==> config.mk <==
export PLATFORM = sky130hd
export DESIGN_NAME = ttsp_sqrt_cell
export DESIGN_NICKNAME = d
export VERILOG_FILES = /design/src/hdl/ttsp_pkg.sv /design/src/hdl/ttsp_sqrt_cell.sv
export SDC_FILE = /design/constraint.sdc
export NUM_CORES = 1
export LEC_CHECK = 0
export ABC_AREA = 1
export BUFFER_PORTS_ARGS = -buffer_cell sky130_fd_sc_hd__clkbuf_2
export CELL_PAD_IN_SITES_DETAIL_PLACEMENT = 0
export CELL_PAD_IN_SITES_GLOBAL_PLACEMENT = 1
export CORE_MARGIN = 3
export CORE_UTILIZATION = 33
export DETAILED_ROUTE_END_ITERATION = 16
export PLACE_DENSITY = 0.75
export REMOVE_ABC_BUFFERS = 1
export SLEW_MARGIN = 15
export SYNTH_ARGS = -nofsm -noshare
export SYNTH_HDL_FRONTEND = slang
export SYNTH_SLANG_ARGS = --single-unit
==> constraint.sdc <==
create_clock -name clk -period 2.1 [get_ports clk]
set_input_delay 0.42 -clock clk [delete_from_list [all_inputs] [get_ports clk]]
set_output_delay 0.42 -clock clk [all_outputs]
set_load 0.005 [all_outputs]
==> src/hdl/ttsp_pkg.sv <==
// Shared types, widths, pipeline stage positions and constant tables for the
// thrust-vector to tilt-setpoint core. Depends on nothing.
`timescale 1ns / 1ps

package ttsp_pkg;

    localparam int FORCE_W       = 24;
    localparam int SPEED_W       = 24;
    localparam int TILT1_W       = 19;
    localparam int TILT2_W       = 17;
    localparam int ROT_W         = 2;

    localparam int CORDIC_STAGES = 31;
    localparam int SQRT_STEPS    = 32;
    localparam int RAD_W         = 2 * SQRT_STEPS;
    localparam int ROOT_W        = SQRT_STEPS;
    localparam int REM_W         = SQRT_STEPS + 2;
    localparam int CD_W          = 42;
    localparam int ACC_W         = 34;
    localparam int MAG_W         = ACC_W - 1;
    localparam int PROD_W        = MAG_W + 32;
    localparam int Q_W           = 21;
    localparam int STEP_W        = 5;

    // stage positions, counted in register layers from the input register
    localparam int P_SQ_IN  = 2;
    localparam int P_SQ_OUT = P_SQ_IN + SQRT_STEPS;
    localparam int P_C1_OUT = 1 + CORDIC_STAGES;
    localparam int P_C2_OUT = P_SQ_OUT + CORDIC_STAGES;
    localparam int POST_LAT = 3;
    localparam int P_T1     = P_C1_OUT + POST_LAT;
    localparam int P_T2     = P_C2_OUT + POST_LAT;
    localparam int P_N      = P_SQ_OUT + 1;
    localparam int LAT      = P_T2 + 1;

    localparam logic signed [ACC_W-1:0] PI_Q30      = 34'sd3373259426;
    localparam logic [31:0]             TWO_OVER_PI = 32'hA2F9836E;
    localparam logic signed [Q_W-1:0]   T1_MAX      = 21'sd131072;
    localparam logic signed [Q_W-1:0]   T1_MIN      = -21'sd131072;
    localparam logic signed [Q_W-1:0]   T2_MAX      = 21'sd65535;
    localparam logic signed [Q_W-1:0]   T2_FLOOR    = -21'sd1966;

    // atan(2^-i) in radians, Q2.30, truncated
    localparam logic [29:0] ATAN_TAB [0:CORDIC_STAGES-1] = '{
        30'h3243F6A8, 30'h1DAC6705, 30'h0FADBAFC, 30'h07F56EA6, 30'h03FEAB76,
        30'h01FFD55B, 30'h00FFFAAA, 30'h007FFF55, 30'h003FFFEA, 30'h001FFFFD,
        30'h000FFFFF, 30'h0007FFFF, 30'h0003FFFF, 30'h0001FFFF, 30'h0000FFFF,
        30'h00007FFF, 30'h00003FFF, 30'h00001FFF, 30'h00000FFF, 30'h000007FF,
        30'h000003FF, 30'h000001FF, 30'h000000FF, 30'h0000007F, 30'h0000003F,
        30'h0000001F, 30'h0000000F, 30'h00000008, 30'h00000004, 30'h00000002,
        30'h00000001
    };

    typedef struct packed {
        logic [RAD_W-1:0]  rad;
        logic [REM_W-1:0]  rem;
        logic [ROOT_W-1:0] root;
    } sq_t;

    typedef struct packed {
        logic signed [CD_W-1:0]  x;
        logic signed [CD_W-1:0]  y;
        logic signed [ACC_W-1:0] acc;
    } cd_t;

    function automatic logic signed [ACC_W-1:0] atan_entry(input logic [STEP_W-1:0] idx);
        logic [29:0] v;
        v = (32'(idx) < CORDIC_STAGES) ? ATAN_TAB[idx] : 30'd0;
        return $signed({4'b0000, v});
    endfunction

endpackage

==> src/hdl/ttsp_sqrt_cell.sv <==
// One restoring square-root cell: settles one root bit per cycle while en is high.
// Depends on ttsp_pkg.
`timescale 1ns / 1ps

module ttsp_sqrt_cell
(
    input  logic          clk,
    input  logic          en,
    input  ttsp_pkg::sq_t din,
    output ttsp_pkg::sq_t dout
);

    ttsp_pkg::sq_t             dout_reg;
    ttsp_pkg::sq_t             dout_next;
    logic [ttsp_pkg::REM_W-1:0] cur;
    logic [ttsp_pkg::REM_W-1:0] trial;

    always_comb
    begin
        // bring down the next two radicand bits, try the next root bit
        cur   = {din.rem[ttsp_pkg::REM_W-3:0], din.rad[ttsp_pkg::RAD_W-1 -: 2]};
        trial = {din.root, 2'b01};
        dout_next.rad = {din.rad[ttsp_pkg::RAD_W-3:0], 2'b00};
        if (cur >= trial)
        begin
            dout_next.rem  = cur - trial;
            dout_next.root = {din.root[ttsp_pkg::ROOT_W-2:0], 1'b1};
        end
        else
        begin
            dout_next.rem  = cur;
            dout_next.root = {din.root[ttsp_pkg::ROOT_W-2:0], 1'b0};
        end
    end

    always_ff @(posedge clk)
    begin
        if (en)
            dout_reg <= dout_next;
    end

    assign dout = dout_reg;

endmodule

Yosys cells after proc, flatten, opt, wreduce, memory -nomap -nowiden
Cells that the tools add are included.
W data, S select, Z words.
- $add $sub $neg: 1
- $lt $le $gt $ge: 1
- mux-type cells: 1
- operators with widths (kind ; count):
    $mux W66 ; 1
    $ge A34 B34 Y1 ; 1
    $sub A34 B34 Y34 ; 1
- bits in registers: 128
- input bits: 132
- output and inout bits: 130
- logic and storage cells: 6

Longest topological paths before layout
- word-level depth: 2
- depth in mapped cells: 16
- depth with buffers taken out: 15

Least setup slack after synthesis
OpenSTA, ideal clock, no wires.
- kind: input to register
- start: input port din[7] (netlist name)
- end: register dout_reg, in the netlist dout[57], data pin
- setup time: 0.253 ns
- data arrival time: 1.820 ns
- data required time: 1.847 ns
- setup slack: 0.027 ns
- stages on the path: 13
- buffers on the path: 1
- cell sequence: inv_1 -> ha_1 -> nand2_2 -> inv_2 -> a21oi_1 -> nand3_2 -> nand2_1 -> nand3_2 -> nand2_2 -> nand2_8 -> buf_4 -> nand3_1 -> nand2_1
- RTL lines (what ; line ; text):
    start, declared ; ttsp_sqrt_cell.sv:9 ; input ttsp_pkg::sq_t din,
    end signal, assigned ; ttsp_sqrt_cell.sv:39 ; dout_reg <= dout_next;
    end, declared ; ttsp_sqrt_cell.sv:13 ; ttsp_pkg::sq_t dout_reg;

==> results.ini <==
[worst_setup_path]
critPathSlowestCell = ha_1
path_cells = clkbuf_2, inv_1, ha_1, nand2_1, nand2_1, buf_4, inv_1, nand2_1, nor2_1, o21ai_0, buf_4, nand2_1, nand3_1, nand3_1, nand2_1
critPathCaptureType = register
critical_path.startpoint = din[2]
cp-start-kind = input port
max_stage_delay_ns = 0.35
critPathArrivalTime_ns = 2.14
criticalPathCategory = in -> reg
cpMostUsedCell = nand2_1
worstPathRequired_ns = 2.27
cp-endpoint = dout[61]
critPathMaxFanout = 4

[clocking]
cts.reportedPaths.clkPinSlew_ns = 0.07
cts_tree = yes
clock_sinks = 128
clk_path_buf_depth = 2
numCtsBuffers = 17
cts_root_buffer = clkbuf_16
htreeDepth = 4

[grt]
grt_first_pass_wirelength_mm = 32.4
globalRouteMet2Util_pct = 32.3
use_met1_pct = 23.8
busiest_layer = met2
grt_max_degree = 46
grt-ovfl-total = 0
antenna_found_initial = 0
grt_util_met3_pct = 4.30
grt_pass1_vias = 6157
grtUsageTotal_pct = 18.7

[detailed_routing]
routed_wl_mm = 21.4
wl_per_cell_um = 14.9
via_count = 6200
route.detailed.drc = 0
dr.first_iter.drc_count = 294
drtPass1Iterations = 5
ant_nets = 0
viasPerCell = 4.32

[worst_hold_path]
min_path_cells = 1
hp-class = in -> reg

[floorplanning]
core-area_sq_um = 20400
rows = 52
dieArea_sq_um = 22600
start_util_pct = 33.8
num_io_pins = 262
die_h_um = 150
die_width_um = 150

[flow_run]
max_cap_violations = 0

[timing]
fmax_mhz = 507
final_max_slew_viol_count = 0
final-setup-viol-count = 0
grt_setup_unrepaired = false
hold_violations = 0
fin_crit_sh_pct = 94.0
fin_crit_ns = 1.97

[place]
gp_congestion = 0.855
dpl_cell_area_sq_um = 9430
post-place-cells = 1404
portBuffers = 257
hpwl_mm = 17.5

[final_layout]
largest_reg_flops = 128
finalCoreUtilization_pct = 49.7
finish.instance_area_sq_um = 10100
seq_area_sq_um = 3840
fill_cells = 2008
layout_commonest_cell = nand2_1
areaGrowthSynthToFinish_pct = 47.2
multiInputGateArea_sq_um = 2600
antenna_cells = 0
finalNetCount = 1319
final_cells = 1436
drive_gt1_share_pct = 38.7
final_cell_mix = nand2_1, clkbuf_2, edfxtp_1, inv_1, buf_4

[power]
cellLeakagePower_nw = 5.24
p_per_area_nw_per_um2 = 772
irDropWorstVdd_uv = 473

[synthesis]
syn_inst = 762
seq_area_frac_synth_pct = 55.9
netlist_area_sq_um = 6880
ys_warn_count = 0
ys_ff_latch = 128
synth_cell_types = 27
postSynthAreaPerCell_sq_um = 9.02

[status]
status = completed

-- per-stage QoR --
stage | power, mW | setup slack (ns) | hold slack, ns | TNS (ns)
global placement | 4.90 | -0.344 | 0.597 | -10.23
global route | 8.26 | 0.00573 | 0.153 | 0
finish | 7.81 | 0.126 | 0.170 | 0
CTS | 7.89 | 0.103 | 0.152 | 0
floorplan | 3.95 | 0.00868 | 0.519 | 0
detailed placement | 4.93 | -0.347 | 0.599 | -11.30
-- area by class of cell --
class | count | area share [%]
Clock buffer | 18 | 4.24
Clock inverter | 14 | 1.43
Inverter | 128 | 4.77
Multi-Input combinational cell | 499 | 25.7
Sequential cell | 128 | 38.0
Tap cell | 270 | 3.34
Timing Repair Buffer | 379 | 22.6
-- synth_stat cells --
master    count  area (sq um)
nor4_1        2          12.5
nand2_8       1          20.0
nor2_1       51           191
nor3_1        4          20.0
ha_1         34           425
edfxtp_1    128          3840
o21ai_0      14          70.1
xor2_1       13           114
o21bai_1      3          22.5
buf_4         5          37.5
a21oi_2       1          8.76
inv_4         1          6.26
nand2_1     277          1040
nand3_1      38           190
inv_2         4          15.0
xnor2_1       4          35.0
nand4_1       8          50.1
inv_1       123           462
nand2_2       4          25.0
nand3_2       2          20.0
buf_6         3          33.8
conb_1        1          3.75
a21oi_1      28           140
nor2_2        6          37.5
and2_1        1          6.26
a21o_1        1          7.51
nand3b_1      5          37.5
-- worst max-delay path: cells and delay by family --
kind / cells / cell delay (ns)
AOI/OAI and AO/OA: 1 / 0.12
adders and majority gates: 1 / 0.35
buffers and inverters: 5 / 0.47
and+or+nand+nor: 8 / 0.78
-- routing by layer --
metal | vias to the layer above | share of wire (%) | wire length, um
met4 | 0 | 1.0 | 217
met5 | - | 0 | 0
li1 | 3246 | - | -
met2 | 184 | 48 | 10200
met1 | 2755 | 44 | 9430
met3 | 15 | 7.0 | 1490
-- worst min path at each step --
stage	startpoint	endpoint	slack (ns)
2_1_floorplan	din[98]	dout[100]	0.52
3_3_place_gp	din[107]	dout[109]	0.60
3_5_place_dp	din[83]	dout[85]	0.60
4_1_cts	din[108]	dout[110]	0.15
5_1_grt	din[125]	dout[127]	0.15
6_report	din[108]	dout[110]	0.17
-- power by group --
part           switching, mW  internal, mW
clock network           1.26          1.67
logic                  0.922         0.788
registers             0.0655          3.11
-- cell families (layout without fill, tap and decap cells) --
group,count (synthesis),after routing,synth area share [%]
flops,128,128,55.9
compound gates,47,47,3.62
simple gates,399,399,24.0
other cells,1,2,0.0545
fa+ha+maj,34,34,6.19
buf+inv,136,539,8.06
xor+xnor,17,17,2.17
-- timing repair --
| action | CTS | global route |
|---|---|---|
| endpoints found under the setup margin | 0 | 34 |
| resized for setup | 0 | 25 |
| hold buffers | 0 | 0 |
| setup buffers | 0 | 0 |
Power figures use the tool's default switching activity.
