===== src/hdl/ttsp_pkg.sv =====
// Shared types, widths, pipeline stage positions and constant tables for the
// thrust-vector to tilt-setpoint core. Depends on nothing.
`timescale 1ns / 1ps

package ttsp_pkg;

    localparam int FORCE_W       = 24;
    localparam int SPEED_W       = 24;
    localparam int TILT1_W       = 19;
    localparam int TILT2_W       = 17;
    localparam int ROT_W         = 2;

    localparam int CORDIC_STAGES = 31;
    localparam int SQRT_STEPS    = 32;
    localparam int RAD_W         = 2 * SQRT_STEPS;
    localparam int ROOT_W        = SQRT_STEPS;
    localparam int REM_W         = SQRT_STEPS + 2;
    localparam int CD_W          = 42;
    localparam int ACC_W         = 34;
    localparam int MAG_W         = ACC_W - 1;
    localparam int PROD_W        = MAG_W + 32;
    localparam int Q_W           = 21;
    localparam int STEP_W        = 5;

    // stage positions, counted in register layers from the input register
    localparam int P_SQ_IN  = 2;
    localparam int P_SQ_OUT = P_SQ_IN + SQRT_STEPS;
    localparam int P_C1_OUT = 1 + CORDIC_STAGES;
    localparam int P_C2_OUT = P_SQ_OUT + CORDIC_STAGES;
    localparam int POST_LAT = 3;
    localparam int P_T1     = P_C1_OUT + POST_LAT;
    localparam int P_T2     = P_C2_OUT + POST_LAT;
    localparam int P_N      = P_SQ_OUT + 1;
    localparam int LAT      = P_T2 + 1;

    localparam logic signed [ACC_W-1:0] PI_Q30      = 34'sd3373259426;
    localparam logic [31:0]             TWO_OVER_PI = 32'hA2F9836E;
    localparam logic signed [Q_W-1:0]   T1_MAX      = 21'sd131072;
    localparam logic signed [Q_W-1:0]   T1_MIN      = -21'sd131072;
    localparam logic signed [Q_W-1:0]   T2_MAX      = 21'sd65535;
    localparam logic signed [Q_W-1:0]   T2_FLOOR    = -21'sd1966;

    // atan(2^-i) in radians, Q2.30, truncated
    localparam logic [29:0] ATAN_TAB [0:CORDIC_STAGES-1] = '{
        30'h3243F6A8, 30'h1DAC6705, 30'h0FADBAFC, 30'h07F56EA6, 30'h03FEAB76,
        30'h01FFD55B, 30'h00FFFAAA, 30'h007FFF55, 30'h003FFFEA, 30'h001FFFFD,
        30'h000FFFFF, 30'h0007FFFF, 30'h0003FFFF, 30'h0001FFFF, 30'h0000FFFF,
        30'h00007FFF, 30'h00003FFF, 30'h00001FFF, 30'h00000FFF, 30'h000007FF,
        30'h000003FF, 30'h000001FF, 30'h000000FF, 30'h0000007F, 30'h0000003F,
        30'h0000001F, 30'h0000000F, 30'h00000008, 30'h00000004, 30'h00000002,
        30'h00000001
    };

    typedef struct packed {
        logic [RAD_W-1:0]  rad;
        logic [REM_W-1:0]  rem;
        logic [ROOT_W-1:0] root;
    } sq_t;

    typedef struct packed {
        logic signed [CD_W-1:0]  x;
        logic signed [CD_W-1:0]  y;
        logic signed [ACC_W-1:0] acc;
    } cd_t;

    function automatic logic signed [ACC_W-1:0] atan_entry(input logic [STEP_W-1:0] idx);
        logic [29:0] v;
        v = (32'(idx) < CORDIC_STAGES) ? ATAN_TAB[idx] : 30'd0;
        return $signed({4'b0000, v});
    endfunction

endpackage


===== src/hdl/ttsp_angle_scale.sv =====
// Converts a radian CORDIC angle (Q2.30) to quarter turns (Q2.16), rounding
// half away from zero, over three register stages. Depends on ttsp_pkg.
`timescale 1ns / 1ps

module ttsp_angle_scale
(
    input  logic                              clk,
    input  logic                              en,
    input  logic signed [ttsp_pkg::ACC_W-1:0] acc,
    output logic signed [ttsp_pkg::Q_W-1:0]   angle
);

    logic                              neg_a_reg;
    logic [ttsp_pkg::MAG_W-1:0]        mag_reg;
    logic [ttsp_pkg::MAG_W-1:0]        mag_next;
    logic                              neg_b_reg;
    logic [ttsp_pkg::PROD_W-1:0]       prod_reg;
    logic [ttsp_pkg::PROD_W-1:0]       prod_next;
    logic [ttsp_pkg::PROD_W-1:0]       rnd;
    logic [ttsp_pkg::Q_W-2:0]          q;
    logic signed [ttsp_pkg::Q_W-1:0]   angle_reg;
    logic signed [ttsp_pkg::Q_W-1:0]   angle_next;
    logic signed [ttsp_pkg::ACC_W-1:0] abs_acc;

    always_comb
    begin
        abs_acc    = (acc < 0) ? -acc : acc;
        mag_next   = abs_acc[ttsp_pkg::MAG_W-1:0];
        prod_next  = ttsp_pkg::PROD_W'(mag_reg) * ttsp_pkg::PROD_W'(ttsp_pkg::TWO_OVER_PI);
        rnd        = prod_reg + (ttsp_pkg::PROD_W'(1) << 45);
        q          = rnd[46 +: ttsp_pkg::Q_W-1];
        angle_next = neg_b_reg ? -$signed({1'b0, q}) : $signed({1'b0, q});
    end

    always_ff @(posedge clk)
    begin
        if (en)
        begin
            neg_a_reg <= (acc < 0);
            mag_reg   <= mag_next;
            neg_b_reg <= neg_a_reg;
            prod_reg  <= prod_next;
            angle_reg <= angle_next;
        end
    end

    assign angle = angle_reg;

endmodule


===== config.mk =====
export PLATFORM = sky130hd
export DESIGN_NAME = ttsp_angle_scale
export DESIGN_NICKNAME = d
export VERILOG_FILES = /design/src/hdl/ttsp_pkg.sv /design/src/hdl/ttsp_angle_scale.sv
export SDC_FILE = /design/constraint.sdc
export NUM_CORES = 1
export LEC_CHECK = 0
export BUFFER_PORTS_ARGS = -buffer_cell sky130_fd_sc_hd__clkbuf_2
export CAP_MARGIN = 30
export CORE_AREA = 2 2 222 169
export CTS_BUF_LIST = sky130_fd_sc_hd__clkbuf_8
export DETAILED_ROUTE_END_ITERATION = 7
export DIE_AREA = 0 0 224 171
export GPL_ROUTABILITY_DRIVEN = 0
export PLACE_DENSITY = 0.75
export SYNTH_ARGS = -nofsm -noshare
export SYNTH_HDL_FRONTEND = slang
export SYNTH_SLANG_ARGS = --single-unit
export TNS_END_PERCENT = 100

===== constraint.sdc =====
create_clock -name clk -period 15.4 [get_ports clk]
set_input_delay 3.08 -clock clk [delete_from_list [all_inputs] [get_ports clk]]
set_output_delay 3.08 -clock clk [all_outputs]
set_load 0.005 [all_outputs]

[Word-level counts from Yosys, hierarchy flattened]
Index checks and enable logic that the tools add are counted.
Operators by class
  multiplexer cells: 2
  $add $sub $neg: 2
  multipliers: 1
  magnitude comparators: 1
Operators by type and width (number)
  adder 65 x 46 -> 65 bit, second input constant: 1
  multiplier 33 x 31 -> 64 bit, second input constant: 1
  < comparator 34 x 1 -> 1 bit, second input constant: 1
  two-way mux 33 bit: 1
  negator 33 bit: 1
  two-way mux 19 bit: 1
Storage, ports and cells
  bits of input ports: 36
  output and inout bits: 21
  bits in registers: 119
  logic and storage cells: 11

[Longest topological paths before layout]
  depth after elaboration: 2
  gate-level depth with buffers: 24
  gate-level depth less buffers: 24

[Worst setup path after synthesis]
No wires, ideal clock.
  path type: reg2reg
  from: reg mag_reg[15] (netlist bit)
  to: reg prod_reg[58] (netlist bit) (data pin)
  period minus slack after synthesis: 6821 ps
  arrival: 6556 ps
  path buffers: 0
  stages on the path, launching flop included: 23
  slack: 8579 ps
  setup time: 265 ps
  path through: edfxtp_1 > inv_1 > fa_1 > fa_1 > fa_1 > fa_1 > inv_1 > fa_1 > fa_1 > fa_1 > inv_1 > fa_1 > inv_1 > ha_1 > a21oi_1 > o21ai_0 > o21a_1 > o311a_1 > nor3_1 > nand2_1 > a21oi_1 > o21ai_0 > xor2_1
On the way
  longest elaborated chain between the ends: 1
RTL lines
  from (decl): RTL line ttsp_angle_scale.sv:14  | logic [ttsp_pkg::MAG_W-1:0] mag_reg;
  from (signal assigned): RTL line ttsp_angle_scale.sv:40  | mag_reg <= mag_next;
  multiplier 33 x 31 -> 64 bit: RTL line ttsp_angle_scale.sv:29  | prod_next = ttsp_pkg::PROD_W'(mag_reg) * ttsp_pkg::PROD_W'(ttsp_pkg::TWO_OVER_PI);
  named net prod_next (one bit): RTL line ttsp_angle_scale.sv:18  | logic [ttsp_pkg::PROD_W-1:0] prod_next;
  to (signal assigned): RTL line ttsp_angle_scale.sv:42  | prod_reg <= prod_next;
  to (decl): RTL line ttsp_angle_scale.sv:17  | logic [ttsp_pkg::PROD_W-1:0] prod_reg;
The timed path passes the listed nets, and every way through them passes these cells.
A chain may end at the register's enable or synchronous reset.

[Worst setup path in the final report]
  from: reg mag_reg[26] (netlist bit)
  to: reg prod_reg[58] (netlist bit) (data pin)
Same word-level chain as after synthesis.

==> flow_metrics.tcl <==
set metrics [dict create \
    first_iter_violations 1030 \
    path_clk_slew_ps 80 \
    arrival_ps 7850 \
    synth_top_area_cell "fa_1" \
    yosysWarnings 0 \
    die-area_um2 38300 \
    syn_inst 1960 \
    reg2reg_slack_ps 7690 \
    grt_antenna_before_repair 2 \
    cp.required_ps 15540 \
    grt_pass1_wl_um 82300 \
    vias_per_cell 5.56 \
    layout-drive-gt1-share 0.0412 \
    largest_reg_flops 33 \
    core_um2 36400 \
    io_buffers 54 \
    die_w_um 224 \
    rsz0062_at_grt "false" \
    holdCritStartpoint "prod_reg[64]" \
    wire_per_inst_um 21.4 \
    rr_endpoint "prod_reg[58]" \
    cts_setup_buffers 0 \
    setup_viol 0 \
    die_y_um 171 \
    relSlewSlack 0.384 \
    hpwl_um 47800 \
    cp-startpoint "mag_reg[26]" \
    ios 57 \
    post_cts_resized 0 \
    cts_root_buf "clkbuf_8" \
    synth_edf_count 72 \
    fin_skew_ps 10.0 \
    critical_path_class "flop to flop" \
    grt.total_usage 0.293 \
    cts_made_buffers 9 \
    yosysUniqueCellTypes 54 \
    r2r_cells 22 \
    fp-row-count 61 \
    fin_crit_ps 7710 \
    grt.overflow.total 0 \
    ctsHoldBuffers 0 \
    clk_latency_ps 390 \
    endpoint_kind "flop" \
    drc_errors 0 \
    netlist_area_um2 20800 \
    vias 13900 \
    synth_area_leaders "fa_1 42%, ha_1 23%, inv_1 11%" \
    grt_pass1_vias 14900 \
    synthArstFlopShare 0 \
    dr.pass1.iters 6 \
    area_growth_pct 5.05 \
    ant_nets 0 \
    hold_path.class "flop to flop" \
    status "complete, no violations" \
    tns_ps 0 \
    cap_violations 0 \
    max_freq_mhz 130 \
    start_util 0.571 \
    clk_path_buf_depth 2 \
    grt_max_degree 73 \
    ys_seq_area_frac 0.104 \
    top_layer "met5" \
    ys_ff_latch 72 \
    start_kind "flop" \
    htreeDepth 3 \
    worstHoldEndpoint "angle[18]" \
    nets 2858 \
    cts_tree "built" \
    drv_slew 0 \
    hold_viol_final 0 \
    drt-total-wl_um 53200 \
    syn_area_per_cell_um2 10.6 \
    synth_top_area_share 0.418 \
    synth_flop_cell "edfxtp_1" \
    fin_crit_sh 0.501 \
    met3WireLength_um 7510 \
    routed-wl-met2_um 22000 \
    hold_depth 1 \
    m1WireLength_um 22200 \
    worstMarginPinSlew_ps 925 \
    r2r_start "mag_reg[26]" \
    critPathMaxFanout 9 \
    cts.sinks 72 \
]
-- placed cells by master, fill, tap and decap left out, drive strengths merged, types with 14 or more instances in the layout --
cell type and instances:
xnor2 56, xor2 14, nand3 29, o21ai 40
ha 377, edfxtp 72, and3 17, nand2 41
a21o 41, a21oi 54, nor2 25, inv 623
nand4 19, fa 434, clkbuf 62
-- through the flow --
stage / instances / setup slack [ps] / hold slack [ps] / util / area, µm²
finish: 2489 / 7690 / 559 / 0.600 / 21800
detailed placement: 2472 / 7860 / 562 / 0.593 / 21600
global route: 2488 / 7340 / 589 / 0.600 / 21800
floorplan: 1961 / 8580 / 537 / - / 20800
global placement: 2472 / 7970 / 563 / 0.593 / 21600
CTS: 2488 / 7840 / 565 / 0.600 / 21800
-- cell usage after synthesis (3+ instances only) --
cell type / n
inv_1: 623
ha_1: 377
nor2_1: 25
nor3_1: 10
o21bai_1: 5
nor2b_1: 7
nand3_1: 29
nand2b_1: 3
and4_1: 4
o21ai_1: 4
o2111ai_1: 3
nor4_1: 4
edfxtp_1: 72
a211oi_1: 3
fa_1: 434
xor2_1: 14
clkbuf_1: 12
o21ai_0: 36
nand4_1: 19
or3_4: 6
a21oi_1: 54
o41ai_1: 5
xnor2_1: 56
o211ai_1: 5
o21a_1: 5
nand2_1: 41
a21o_1: 41
o31ai_1: 7
a31oi_1: 5
or3_1: 4
and3_1: 17
or4_1: 3
-- worst max-delay path, cell delays in order, from the launching register on --
cell	delay, ps
edfxtp_1	890
ha_1	430
inv_1	150
fa_1	570
inv_1	50
ha_1	330
fa_1	610
fa_1	470
fa_1	520
fa_1	530
inv_1	70
fa_1	500
inv_1	40
ha_1	320
a21oi_1	160
o21ai_0	170
o21a_1	230
o311a_1	370
nor3_1	290
nand2_1	80
a21oi_1	330
o21ai_0	170
xor2_1	160
-- per-layer routing --
layer  global-route usage  up-vias
li1                     -     6203
met1                0.391     6903
met2                0.418      634
met3                0.148      104
met4               0.0852        6
met5                    0        -
-- cell families (layout without fill, tap and decap cells) --
| logic type | after synthesis | in the layout | synth area share |
|---|---|---|---|
| XOR/XNOR | 70 | 70 | 0.0295 |
| other | 1 | 3 | 0.000180 |
| adder cells (fa/ha/maj) | 811 | 811 | 0.645 |
| buffers and inverters | 638 | 693 | 0.116 |
| flip-flops | 72 | 72 | 0.104 |
| AO/OA/AOI/OAI | 187 | 187 | 0.0583 |
| multiplexers | 2 | 2 | 0.000963 |
| AND/OR/NAND/NOR | 179 | 179 | 0.0468 |
-- cell type report --
class / count / area [µm²]
inverter: 623 / 2340
sequential: 72 / 2160
fill: 2839 / 14600
multi-input combinational: 1251 / 16200
clock inverter: 7 / 120
antenna: 1 / 2.50
timing repair buffer: 54 / 273
clock buffer: 9 / 124
tap: 472 / 591
-- how the worst max path moves through the flow --
stage	slack [ps]	to
final	7690	prod_reg[58]
after global routing	7340	prod_reg[57]
after CTS	7840	prod_reg[58]
after detailed placement	7860	prod_reg[58]
after global placement	7970	prod_reg[58]
after floorplan	8580	prod_reg[58]
Power is left out: the tool's default activity adds up to more than one toggle a clock period on the data nets, which glitch-free logic cannot reach.
