$ cat src/hdl/ttsp_pkg.sv
// Shared types, widths, pipeline stage positions and constant tables for the
// thrust-vector to tilt-setpoint core. Depends on nothing.
`timescale 1ns / 1ps

package ttsp_pkg;

    localparam int FORCE_W       = 24;
    localparam int SPEED_W       = 24;
    localparam int TILT1_W       = 19;
    localparam int TILT2_W       = 17;
    localparam int ROT_W         = 2;

    localparam int CORDIC_STAGES = 31;
    localparam int SQRT_STEPS    = 32;
    localparam int RAD_W         = 2 * SQRT_STEPS;
    localparam int ROOT_W        = SQRT_STEPS;
    localparam int REM_W         = SQRT_STEPS + 2;
    localparam int CD_W          = 42;
    localparam int ACC_W         = 34;
    localparam int MAG_W         = ACC_W - 1;
    localparam int PROD_W        = MAG_W + 32;
    localparam int Q_W           = 21;
    localparam int STEP_W        = 5;

    // stage positions, counted in register layers from the input register
    localparam int P_SQ_IN  = 2;
    localparam int P_SQ_OUT = P_SQ_IN + SQRT_STEPS;
    localparam int P_C1_OUT = 1 + CORDIC_STAGES;
    localparam int P_C2_OUT = P_SQ_OUT + CORDIC_STAGES;
    localparam int POST_LAT = 3;
    localparam int P_T1     = P_C1_OUT + POST_LAT;
    localparam int P_T2     = P_C2_OUT + POST_LAT;
    localparam int P_N      = P_SQ_OUT + 1;
    localparam int LAT      = P_T2 + 1;

    localparam logic signed [ACC_W-1:0] PI_Q30      = 34'sd3373259426;
    localparam logic [31:0]             TWO_OVER_PI = 32'hA2F9836E;
    localparam logic signed [Q_W-1:0]   T1_MAX      = 21'sd131072;
    localparam logic signed [Q_W-1:0]   T1_MIN      = -21'sd131072;
    localparam logic signed [Q_W-1:0]   T2_MAX      = 21'sd65535;
    localparam logic signed [Q_W-1:0]   T2_FLOOR    = -21'sd1966;

    // atan(2^-i) in radians, Q2.30, truncated
    localparam logic [29:0] ATAN_TAB [0:CORDIC_STAGES-1] = '{
        30'h3243F6A8, 30'h1DAC6705, 30'h0FADBAFC, 30'h07F56EA6, 30'h03FEAB76,
        30'h01FFD55B, 30'h00FFFAAA, 30'h007FFF55, 30'h003FFFEA, 30'h001FFFFD,
        30'h000FFFFF, 30'h0007FFFF, 30'h0003FFFF, 30'h0001FFFF, 30'h0000FFFF,
        30'h00007FFF, 30'h00003FFF, 30'h00001FFF, 30'h00000FFF, 30'h000007FF,
        30'h000003FF, 30'h000001FF, 30'h000000FF, 30'h0000007F, 30'h0000003F,
        30'h0000001F, 30'h0000000F, 30'h00000008, 30'h00000004, 30'h00000002,
        30'h00000001
    };

    typedef struct packed {
        logic [RAD_W-1:0]  rad;
        logic [REM_W-1:0]  rem;
        logic [ROOT_W-1:0] root;
    } sq_t;

    typedef struct packed {
        logic signed [CD_W-1:0]  x;
        logic signed [CD_W-1:0]  y;
        logic signed [ACC_W-1:0] acc;
    } cd_t;

    function automatic logic signed [ACC_W-1:0] atan_entry(input logic [STEP_W-1:0] idx);
        logic [29:0] v;
        v = (32'(idx) < CORDIC_STAGES) ? ATAN_TAB[idx] : 30'd0;
        return $signed({4'b0000, v});
    endfunction

endpackage

$ cat src/hdl/ttsp_cordic_cell.sv
// One vectoring CORDIC cell: one micro-rotation per cycle while en is high, step set by step_idx.
// Depends on ttsp_pkg.
`timescale 1ns / 1ps

module ttsp_cordic_cell
(
    input  logic                          clk,
    input  logic                          en,
    input  logic [ttsp_pkg::STEP_W-1:0]   step_idx,
    input  ttsp_pkg::cd_t                 din,
    output ttsp_pkg::cd_t                 dout
);

    ttsp_pkg::cd_t                    dout_reg;
    ttsp_pkg::cd_t                    dout_next;
    logic signed [ttsp_pkg::CD_W-1:0]  dx;
    logic signed [ttsp_pkg::CD_W-1:0]  dy;
    logic signed [ttsp_pkg::ACC_W-1:0] ang;

    always_comb
    begin
        dx  = din.x >>> step_idx;
        dy  = din.y >>> step_idx;
        ang = ttsp_pkg::atan_entry(step_idx);
        // rotate towards the x axis
        if (din.y > 0)
        begin
            dout_next.x   = din.x + dy;
            dout_next.y   = din.y - dx;
            dout_next.acc = din.acc + ang;
        end
        else
        begin
            dout_next.x   = din.x - dy;
            dout_next.y   = din.y + dx;
            dout_next.acc = din.acc - ang;
        end
    end

    always_ff @(posedge clk)
    begin
        if (en)
            dout_reg <= dout_next;
    end

    assign dout = dout_reg;

endmodule

$ cat config.mk
export PLATFORM = sky130hd
export DESIGN_NAME = ttsp_cordic_cell
export DESIGN_NICKNAME = d
export VERILOG_FILES = /design/src/hdl/ttsp_pkg.sv /design/src/hdl/ttsp_cordic_cell.sv
export SDC_FILE = /design/constraint.sdc
export NUM_CORES = 1
export LEC_CHECK = 0
export BUFFER_PORTS_ARGS = -buffer_cell sky130_fd_sc_hd__buf_2
export CORE_MARGIN = 3
export CORE_UTILIZATION = 52
export DETAILED_ROUTE_END_ITERATION = 12
export PLACE_DENSITY_LB_ADDON = 0.25
export SETUP_SLACK_MARGIN = 0.5
export SLEW_MARGIN = 20
export SYNTH_ARGS = -nofsm -noshare
export SYNTH_HDL_FRONTEND = slang
export SYNTH_SLANG_ARGS = --single-unit
$ cat constraint.sdc
create_clock -name clk -period 6.75 [get_ports clk]
set_input_delay 1.35 -clock clk [delete_from_list [all_inputs] [get_ports clk]]
set_output_delay 1.35 -clock clk [all_outputs]
set_load 0.005 [all_outputs]
### Yosys cells after proc, flatten, opt, wreduce, memory -nomap -nowiden

Memories as Yosys holds them, arrays and structs flattened.
Cells that the tools add are included.

| word-level totals | value |
|---|---|
| register bits after elaboration | 118 |
| bits in read-only memories | 960 |
| output and inout bits | 118 |
| logic and storage cells | 20 |
| memories | 1 |

Memories:

| name | depth | bits a word | read ports | clocked after Yosys merged registers in | wr ports | RTL line | text |
|---|---|---|---|---|---|---|---|
| (no name shown) | 32 | 30 | 1 | 0 | 0 | ttsp_pkg.sv:68 | `v = (32'(idx) < CORDIC_STAGES) ? ATAN_TAB[idx] : 30'd0;` |

| operators by class | value |
|---|---|
| add/subtract/negate cells | 6 |
| order comparisons | 3 |
| shift operators | 2 |
| muxes and demuxes | 4 |
| bitwise logic cells | 1 |

Operators by type and width:

| operator | number |
|---|---|
| two-way mux 118 bit | 1 |
| two-way mux 30 bit | 3 |
| adder 42 bit | 2 |
| >>> shifter 42 x 5 -> 42 bit | 2 |
| subtractor 42 bit | 2 |
| > comparator 42 x 1 -> 1 bit (second input constant) | 1 |
| adder 34 x 31 -> 34 bit | 1 |
| subtractor 34 x 31 -> 34 bit | 1 |
| >= comparator 6 bit (second input constant) | 1 |
| inverter 5 -> 6 bit | 1 |
| less-than comparator 5 bit (second input constant) | 1 |

### Logic depth before layout (Yosys ltp)

| depth | value |
|---|---|
| word-level depth | 7 |
| depth in mapped cells | 33 |

### Worst setup path before layout

No wires, ideal clock.

| timing | value |
|---|---|
| path type | input to register |
| from | input port step_idx[1] (netlist bit) |
| to | register dout_reg (netlist bit dout[33]) (data pin) |
| arrival time | 6.835 ns |
| data required time | 6.470 ns |
| path slack | -0.365 ns |
| cell stages on the path | 32 |
| path buffers | 8 |
| cell sequence | buf_6 > buf_6 > inv_2 > buf_2 > buf_2 > buf_2 > buf_2 > ha_1 > clkbuf_1 > nand2_1 > o21ai_0 > a22o_1 > a21oi_1 > inv_1 > ha_1 > inv_1 > nor3_1 > nand3b_1 > o41ai_1 > buf_2 > nor2_1 > a21oi_1 > ha_1 > a21o_1 > a21o_1 > a21oi_1 > or2_2 > a31oi_1 > o21bai_1 > a31oi_1 > o21ai_0 > o211ai_1 |

RTL lines:

| item | RTL line | text |
|---|---|---|
| from (decl) | ttsp_cordic_cell.sv:9 | `input logic [ttsp_pkg::STEP_W-1:0] step_idx,` |
| to (signal assigned) | ttsp_cordic_cell.sv:43 | `dout_reg <= dout_next;` |
| to (decl) | ttsp_cordic_cell.sv:14 | `ttsp_pkg::cd_t dout_reg;` |

==> results.txt <==
The floorplan die height came out at about 200 um. The worst slew slack as a fraction of its limit is ~43%. For this run, the number of Yosys warnings is 0. The most used flip-flop cell after synthesis is sky130_fd_sc_hd__edfxtp_1. The required time reported for the critical path endpoint is ~7.0 ns. The peak supply drop is about 0.2 mV. The post-synthesis average cell area came out at 9.111 um^2. The number of detailed-routing iterations run before antenna repair is 5. The top-level I/O count came out at between 200 and 250. The max-cap violation count is 0. The post-detailed-routing wire length came out at approximately 84 mm. The library cell used most frequently in the layout, excluding fill and tap cells, is sky130_fd_sc_hd__buf_4. Counting I/O delays and the setup requirement, the final critical path takes between 6 and 7 ns. The number of antenna violations at the first check in global routing came out at 0.

The die is 195.8 um wide. The setup path with the least slack is of type input port to flip-flop. The final weighted congestion of routability-driven global placement came out at a little over 1. Across all hold checks on the routed design, the worst slack comes to ~1.3 ns.

The wire length of the first global-routing pass came out at 122.8 mm. The critical path contains buffers and inverters numbering 5 combined. The switching power came out at ~2.2 mW. The floorplan has between 60 and 70 rows. In this run, distinct cell masters in the synthesized netlist total 100. The via count of the first global-routing pass came out at 21526. The clock transition time at the flip-flop clock pins of the worst setup and hold paths came out at ~0.060 ns. The stage delay of the slowest cell on the critical path came out at just under 0.5 ns.

The biggest area contributor in the post-synthesis netlist is sky130_fd_sc_hd__edfxtp_1. The power per cell area came out at 209.1 nW/um^2. 0 antenna diodes ended up in the layout.

The net total in the final layout is between 3000 and 4000. Buffers inserted to repair hold after CTS numbered 0. The detailed-route via count came out at 21993.

TritonCTS built the clock tree. The share of the clock period used by the worst path is roughly 96%. The number of DRC markers in iteration 0 is roughly 2800. The overall global routing resource usage came out at roughly two fifths.

In the final routed layout, each cell accounts on average for 25.28 um. The final-report hold violation count came out at 0. The maximum level of the CTS H-tree is 4. The arrival time of the worst setup path is about 6.7 ns. The leakage power summed over all cells is ~12 nW.

The half-perimeter wire length of the detailed placement result is around 63 mm. In this run the worst hold path is classified as input port to flip-flop. The internal portion of total power came out at 3.347 mW. The maximum buffer depth of the clock tree came out at 2. Yosys mapped a number of flops with a built-in enable equal to approximately 120. The register bit count reported by yosys is ~120.

The clock network burns roughly 17% of the power. The slowest stage of the critical path is the sky130_fd_sc_hd__mux4_2 cell. The share of synthesized area in the top cell type comes to 18.91%.

The area enclosed by the die boundary is between 30000 and 40000 um^2. The clock sink count came out at 118. The flow ran to the end, and the final reports show no timing, DRC or antenna violations. The total setup violations reported at the end of the flow came out at 0. In this run switching power makes up about two fifths of total power. The post-route core utilization is between 70% and 80%. The top cell types in the final layout, fill and taps aside, are sky130_fd_sc_hd__buf_4 (605), sky130_fd_sc_hd__buf_2 (237), sky130_fd_sc_hd__nand2_1 (186), sky130_fd_sc_hd__nor2_1 (137), sky130_fd_sc_hd__ha_1 (129).

The worst setup path is captured at a flip-flop. Sequential elements use 18.91% of the synthesized area. The transition time at the pin with the least slew margin came out at around 0.85 ns. The post-synthesis instance area is roughly 19000 um^2. The number of remaining DRC errors came out at 0.

The effective utilization at floorplan came out at 53.46%. The total congestion overflow came out at 0. The total core area came out at between 30000 and 40000 um^2. In this run the remaining antenna-violating nets after routing total 0. By area the synthesized netlist is led by sky130_fd_sc_hd__edfxtp_1 (19%), sky130_fd_sc_hd__mux4_2 (13%), sky130_fd_sc_hd__ha_1 (8.8%). The number of max-slew violations in the final report came out at 0. The power share of the sequential group is between 20 and 25%.

Setup repair after global routing could not meet its margin everywhere. Synthesis handed over a netlist of between 2000 and 2500 instances. The number of flip-flops under the largest register name came out at 118. The routed via count divided by cell count came out at between 6 and 7. The area overhead of the layout relative to synthesis is 42.01%. The share of synthesized flip-flops with an asynchronous set or reset came out at 0%. The pin count of the biggest net entering global routing came out at 63. The fraction of layout cells with a size suffix above 1 is between 40 and 50%. STA classifies the critical path startpoint as an input port. The power share of the combinational group is between 60% and 70%.

The achievable clock frequency came out at approximately 150 MHz. The kind of cell with the highest combined delay along the critical path is compound AO/OA/AOI/OAI gates. The cell sitting at the root of the clock tree is a sky130_fd_sc_hd__clkbuf_16.

Of all nets on the critical path, the largest fanout is 6. The number of I/O port buffers is 242. The TritonCTS buffer count came out at 17. The total nets after synthesis came out at 2317.
[synth_stat cells (6+ instances only)]
| cell type | count |
|---|---|
| sky130_fd_sc_hd__mux2_2 | 27 |
| sky130_fd_sc_hd__o21ai_1 | 6 |
| sky130_fd_sc_hd__nand2_1 | 189 |
| sky130_fd_sc_hd__clkbuf_1 | 42 |
| sky130_fd_sc_hd__o41ai_1 | 8 |
| sky130_fd_sc_hd__edfxtp_1 | 118 |
| sky130_fd_sc_hd__a211oi_1 | 24 |
| sky130_fd_sc_hd__xnor2_1 | 117 |
| sky130_fd_sc_hd__inv_1 | 49 |
| sky130_fd_sc_hd__nand4_1 | 21 |
| sky130_fd_sc_hd__o21a_1 | 17 |
| sky130_fd_sc_hd__nor4_1 | 12 |
| sky130_fd_sc_hd__and2_1 | 17 |
| sky130_fd_sc_hd__a221oi_1 | 14 |
| sky130_fd_sc_hd__buf_1 | 18 |
| sky130_fd_sc_hd__buf_2 | 33 |
| sky130_fd_sc_hd__mux2i_1 | 90 |
| sky130_fd_sc_hd__o22ai_1 | 27 |
| sky130_fd_sc_hd__o211ai_1 | 26 |
| sky130_fd_sc_hd__nor2b_1 | 25 |
| sky130_fd_sc_hd__xor2_1 | 82 |
| sky130_fd_sc_hd__mux4_1 | 8 |
| sky130_fd_sc_hd__o21bai_1 | 17 |
| sky130_fd_sc_hd__nor2_1 | 143 |
| sky130_fd_sc_hd__or3_1 | 9 |
| sky130_fd_sc_hd__a21oi_1 | 144 |
| sky130_fd_sc_hd__a22oi_1 | 7 |
| sky130_fd_sc_hd__buf_6 | 16 |
| sky130_fd_sc_hd__buf_4 | 10 |
| sky130_fd_sc_hd__nand3_1 | 41 |
| sky130_fd_sc_hd__a311oi_1 | 6 |
| sky130_fd_sc_hd__ha_1 | 132 |
| sky130_fd_sc_hd__mux4_2 | 112 |
| sky130_fd_sc_hd__o31ai_1 | 15 |
| sky130_fd_sc_hd__nand2b_1 | 22 |
| sky130_fd_sc_hd__a31oi_1 | 27 |
| sky130_fd_sc_hd__o21ai_0 | 134 |
| sky130_fd_sc_hd__nor3_1 | 36 |
| sky130_fd_sc_hd__or2_2 | 10 |
| sky130_fd_sc_hd__a21o_1 | 61 |
| sky130_fd_sc_hd__and3_1 | 19 |
[layout make-up]
class | instances | area (um^2)
Timing Repair Buffer | 885 | 6506
Inverter | 52 | 202.7
Sequential cell | 118 | 3543
Clock inverter | 12 | 153.9
Clock buffer | 20 | 436.7
Fill cell | 2454 | 8441
Multi-Input combinational cell | 1765 | 15200
Tap cell | 455 | 569.3
[power groups by stage]
stage	combinational (mW)	sequential (mW)	clock [mW]
floorplan	1.64	1.20	0
global placement	3.00	1.16	0
detailed placement	3.09	1.16	0
CTS	3.21	1.15	0.968
global route	3.65	1.17	1.01
finish	3.44	1.15	0.970
[cell families (layout without fill, tap and decap cells)]
group	count (synthesis)	count (layout)	synth area share, %
compound gates	604	604	21.14
xor+xnor	199	199	9.300
fa+ha+maj	135	135	9.133
buf+inv	174	969	4.780
flops	118	118	18.91
mux	240	240	21.25
simple gates	587	587	15.49
[path summary, 6_finish.rpt]
check | from | endpoint | slack (ns) | cells past startpoint
worst max-delay path | step_idx[0] | dout[67] | 0.29 | 25
worst min-delay path | din[77] | dout[77] | 1.32 | 2
[timing repair]
| action | in CTS | in global routing |
|---|---|---|
| pin swaps | 42 | 60 |
| endpoints found under the setup margin | 40 | 45 |
| buffers inserted | 25 | 35 |
| gates resized for setup | 84 | 113 |
| gates cloned | 4 | 1 |
[stage by stage]
stage,setup TNS [ns],std cells,power [mW],worst slack (ns),cell area (um^2)
2_1_floorplan,0,2057,2.837,0.2537,19050
3_3_place_gp,-6.855,3210,4.162,-0.5835,24600
3_5_place_dp,-10.84,3210,4.250,-0.6841,24600
4_1_cts,0,3271,5.335,0.4909,25840
5_1_grt,0,3307,5.831,0.1219,26610
6_report,0,3307,5.564,0.2890,26610
[per-layer routing]
metal  track usage [%]  vias to the layer above  part of all wire (%)
met5                 0                        -                     0
met4             18.46                        0                   5.6
met3             9.325                      395                    11
met2             65.49                     1650                    45
met1             53.22                    10435                    38
li1                  -                     9513                     -
Note: power is estimated with default switching activity, not from simulation.
